--- src/design/rdp_pkg.sv ---
// Shared constants and types for the ridge pixel detector.
package rdp_pkg;

    localparam int PIXEL_BITS      = 16;
    localparam int MAX_WIDTH       = 1024;
    localparam int MAX_HEIGHT      = 4096;
    localparam int COL_BITS        = $clog2(MAX_WIDTH);
    localparam int ROW_BITS        = $clog2(MAX_HEIGHT);
    localparam int WIDTH_REG_BITS  = 11;
    localparam int HEIGHT_REG_BITS = 13;
    localparam int CFG_DATA_BITS   = 16;
    localparam int CFG_INDEX_BITS  = 2;
    localparam int LINE_BITS       = 2 * PIXEL_BITS;

    localparam logic [CFG_INDEX_BITS-1:0] CFG_MIN_VALUE    = 2'd0;
    localparam logic [CFG_INDEX_BITS-1:0] CFG_IMAGE_WIDTH  = 2'd1;
    localparam logic [CFG_INDEX_BITS-1:0] CFG_IMAGE_HEIGHT = 2'd2;

    typedef logic [PIXEL_BITS-1:0] t_pixel;
    typedef logic [COL_BITS-1:0]   t_col;
    typedef logic [ROW_BITS-1:0]   t_row;
    typedef logic [LINE_BITS-1:0]  t_line;

    typedef struct packed {
        logic   fire;
        t_pixel pixel;
        t_row   row;
        t_col   col;
    } t_step;

    typedef struct packed {
        logic valid;
        logic is_ridge;
        t_row row;
        t_col col;
    } t_result;

endpackage

--- src/design/rdp_decide.sv ---
// Window registers and the ridge decision for the pixel one row up and one column left.
module rdp_decide (
    input  logic                 i_clk,
    input  logic                 i_rst_n,
    input  rdp_pkg::t_step       i_step,
    input  rdp_pkg::t_pixel      i_up_c,
    input  rdp_pkg::t_pixel      i_mid_c,
    input  rdp_pkg::t_pixel      i_min_value,
    output rdp_pkg::t_result     o_result
);

    rdp_pkg::t_pixel r_up1;
    rdp_pkg::t_pixel r_mid1;
    rdp_pkg::t_pixel r_mid2;
    rdp_pkg::t_pixel r_low1;
    logic            vert_ok;
    logic            horz_ok;
    logic            interior;

    always_ff @(posedge i_clk) begin
        if (!i_rst_n) begin
            r_up1  <= '0;
            r_mid1 <= '0;
            r_mid2 <= '0;
            r_low1 <= '0;
        end else if (i_step.fire) begin
            r_up1  <= i_up_c;
            r_mid2 <= r_mid1;
            r_mid1 <= i_mid_c;
            r_low1 <= i_step.pixel;
        end
    end

    always_comb begin
        vert_ok  = (r_mid1 >= r_up1) && (r_mid1 > r_low1);
        horz_ok  = (r_mid1 >= r_mid2) && (r_mid1 > i_mid_c);
        interior = (i_step.row >= rdp_pkg::ROW_BITS'(2)) &&
                   (i_step.col >= rdp_pkg::COL_BITS'(2));
        o_result.valid    = (i_step.row != '0) && (i_step.col != '0);
        o_result.is_ridge = interior && (r_mid1 > i_min_value) && (vert_ok || horz_ok);
        o_result.row      = i_step.row - rdp_pkg::ROW_BITS'(1);
        o_result.col      = i_step.col - rdp_pkg::COL_BITS'(1);
    end

endmodule

--- config.mk ---
export PLATFORM = sky130hd
export DESIGN_NAME = rdp_decide
export DESIGN_NICKNAME = d
export VERILOG_FILES = /design/src/design/rdp_pkg.sv /design/src/design/rdp_decide.sv
export SDC_FILE = /design/constraint.sdc
export NUM_CORES = 1
export LEC_CHECK = 0
export BUFFER_PORTS_ARGS = -buffer_cell sky130_fd_sc_hd__buf_2
export CAP_MARGIN = 5
export CORE_MARGIN = 2
export CORE_UTILIZATION = 37
export DETAILED_ROUTE_END_ITERATION = 10
export HOLD_SLACK_MARGIN = 0.05
export PLACE_DENSITY = 0.65
export SETUP_SLACK_MARGIN = 0.3
export SLEW_MARGIN = 20
export SYNTH_ARGS = -nofsm -noshare
export SYNTH_HDL_FRONTEND = slang
export SYNTH_SLANG_ARGS = --single-unit
--- constraint.sdc ---
create_clock -name i_clk -period 1.6 [get_ports i_clk]
set_input_delay 0.16 -clock i_clk [delete_from_list [all_inputs] [get_ports i_clk]]
set_output_delay 0.16 -clock i_clk [all_outputs]
set_load 0.01 [all_outputs]
==> out/results.ini <==
[outcome]
status = finished with violations
violations = negative setup slack

[timing]
fin_tns_setup_ps = -1620
fin_crit_ps = 2470
clock.fmax_ghz = 0.404
rsz0062_at_grt = yes
skew_ps = 2.40
worst_pin_slew_ps = 388
fin_crit_sh_pct = 155
finalMaxSlewViolations = 0
slew_headroom_pct = 74.2
hold_viol_final = 0
holdWs_ps = 75.5
setup_slack_ps = -875
setup_viol = 5

[place]
place.gp.congestion = 0.846
port_buffers = 112
post-dp-hpwl_mm = 10.5

[pwr]
power.density_nw_per_um2 = 706
p_leak_uw = 0.00351
irDropWorstVdd_mv = 0.554
p_sw_share_pct = 29.5
p_int_uw = 3500
clockPowerShare_pct = 36.8
power_uw = 4970
pwr-share-seq_pct = 35.5
p_comb_share_pct = 27.7
p_switching_uw = 1470

[logic_synthesis]
seq_area_frac_synth_pct = 26.7
synth_xor_area_share_pct = 3.10
synth_area_per_cell_sq_um = 8.83
yosysWarnings = 0
synth_fa_ha_area_share_pct = 22.4
synth_common_cells = ha_1 (86), inv_1 (85), nor2b_1 (68)
synth_top_family_by_area = adder cells
synth.distinct_cells = 39
synth_compound_area_share_pct = 9.00
ys.flop_type = dfxtp_1
synth-seq-cells = 64
syn_inst = 543
synth_edf_count = 0
syn_nets = 718
synthArstFlopShare_pct = 0
synth_top_cell_by_area = dfxtp_1
yosys.area_share.simple_pct = 17.6
synthTopCellsByArea = dfxtp_1 (27%), ha_1 (22%), mux2i_1 (13%)
netlist_area_sq_um = 4800
synth_top_area_share_pct = 26.7
synthMuxAreaShare_pct = 13.4
yosysMostFrequentCell = ha_1

[route]
viasPerCell = 4.93
routed_wl_mm = 13.8
firstDrtPassIters = 4
wl_per_cell_um = 15.1
post-route-drc-count = 0
ant_nets = 0
vias = 4525
drtIter0Drc = 134

[floorplanning]
io_pins = 113
core_sq_um = 12600
initial_core_util_pct = 38.0
die_area_sq_um = 13900
rows = 41
die_y_um = 118
floorplan.die.width_um = 118

[setup_path]
critPathKind = reg -> out
cp_max_fo = 5
cp_cell_sequence = buf_6, ha_4, nand4_1, a211oi_2, or4_1, nand4_1, a211oi_2, buf_2
critPathCaptureType = output pin
path_buf_inv = 2
crit_family = compound AO/OA/AOI/OAI gates
cp_slowest_cell = dfxtp_2
cp.arrival_ps = 2310
required_ps = 1440
max_stage_delay_ps = 340
startpoint_type = flop

[clock_network]
cts.path.max_buffers = 2
clkSinkCount = 64
htree_levels = 3
cts_buffers = 9
cts_tree = done
clk_pin_slew_ps = 50
cts-root-buf = clkbuf_16
clock_latency_ps = 340

[cells_and_area]
syn2layout_area_growth_pct = 46.8
nets = 916
diodes = 0
fin_util_pct = 55.8
final_layout_size_suffix_gt1_share_pct = 39.2
fillers = 1118

[grt]
antenna_found_initial = 0
grt_pass1_vias = 4724
grt_max_degree = 43
grtUsageTotal_pct = 20.0
grt_pass1_wl_mm = 22.2
grt_remaining_overflow = 0

[flow_run]
cap_violations = 0

[worst_hold_path]
min_path_type = in -> reg

==> flip-flops by register name, indices dropped and copies added (netlist names) <==
name and cells:
r_low1 16, r_mid2 16, r_mid1 16, r_up1 16
==> through the flow <==
stage	cell area (sq um)	worst slack, ps	cells
6_report	7040	-875	917
4_1_cts	6790	-831	913
2_1_floorplan	4880	-215	543
3_3_place_gp	6250	-569	895
5_1_grt	7040	-969	917
3_5_place_dp	6250	-589	895
==> placed cells by master, fill, tap and decap left out, types with 4 or more instances in the layout <==
master,instances
buf_2,102
inv_1,79
buf_4,79
ha_1,75
nor2b_1,68
mux2i_1,64
dfxtp_1,45
a21oi_1,26
dfxtp_2,18
nand2_1,15
nand4_1,15
buf_6,14
xor2_1,13
a21o_1,11
ha_4,11
clkbuf_16,9
nor2_1,7
nor2_4,6
o21ai_1,6
o21ai_0,5
inv_2,4
nor3_4,4
o211ai_1,4
==> worst register-to-register path, stage by stage (launching register included) <==
cell	delay [ps]
dfxtp_1	370
buf_4	170
mux2i_1	140
nor2b_1	60
==> layout make-up <==
cell class	instances	area [sq um]	share of cell area [%]
flip-flops and latches	64	1310	18.6
well taps	172	215	3.06
repair buffers	201	1350	19.2
clock buffers	12	256	3.64
multi-input cells	380	3570	50.6
clock inverters	3	17.5	0.249
inverters	85	327	4.64
==> final timing paths <==
| check | slack [ps] | to | start | cells past startpoint |
|---|---|---|---|---|
| max | -870 | o_result[22] | r_mid1[9] | 8 |
| min | 80 | r_low1[1] | i_step[23] | 3 |
| max reg2reg | 750 | r_mid2[2] | r_mid1[2] | 3 |
| min reg2reg | 520 | r_mid2[12] | r_mid2[12] | 2 |
==> per-layer routing <==
layer,GRT usage (%),up-vias,wire [um]
met5,0,-,0
met4,8.51,0,395
met1,24.0,2091,5870
li1,-,2264,-
met2,33.5,140,6560
met3,5.28,30,999
==> power groups by stage <==
stage | clock (uW) | combinational (uW) | sequential, uW
after floorplan | 0 | 664 | 1770
after global placement | 0 | 1170 | 1780
after detailed placement | 0 | 1210 | 1790
after CTS | 1860 | 1280 | 1760
after global routing | 1940 | 1530 | 1770
final | 1830 | 1380 | 1760
==> repair_timing <==
item                                    CTS  global route
cloned                                    0             0
hold buffers                              0             0
gates resized for setup                  56            54
setup buffers                             3             4
pin swaps                                21            27
endpoints found under the setup margin   15            15
==> cell families (layout without fill, tap and decap cells) <==
group / Yosys count / count (layout)
and+or+nand+nor: 145 / 145
buffers and inverters: 99 / 301
adders and majority gates: 86 / 86
AOI/OAI and AO/OA: 68 / 68
muxes: 64 / 64
DFF: 64 / 64
xor gates and xnor gates: 17 / 17
(Power assumes the default switching activity.)
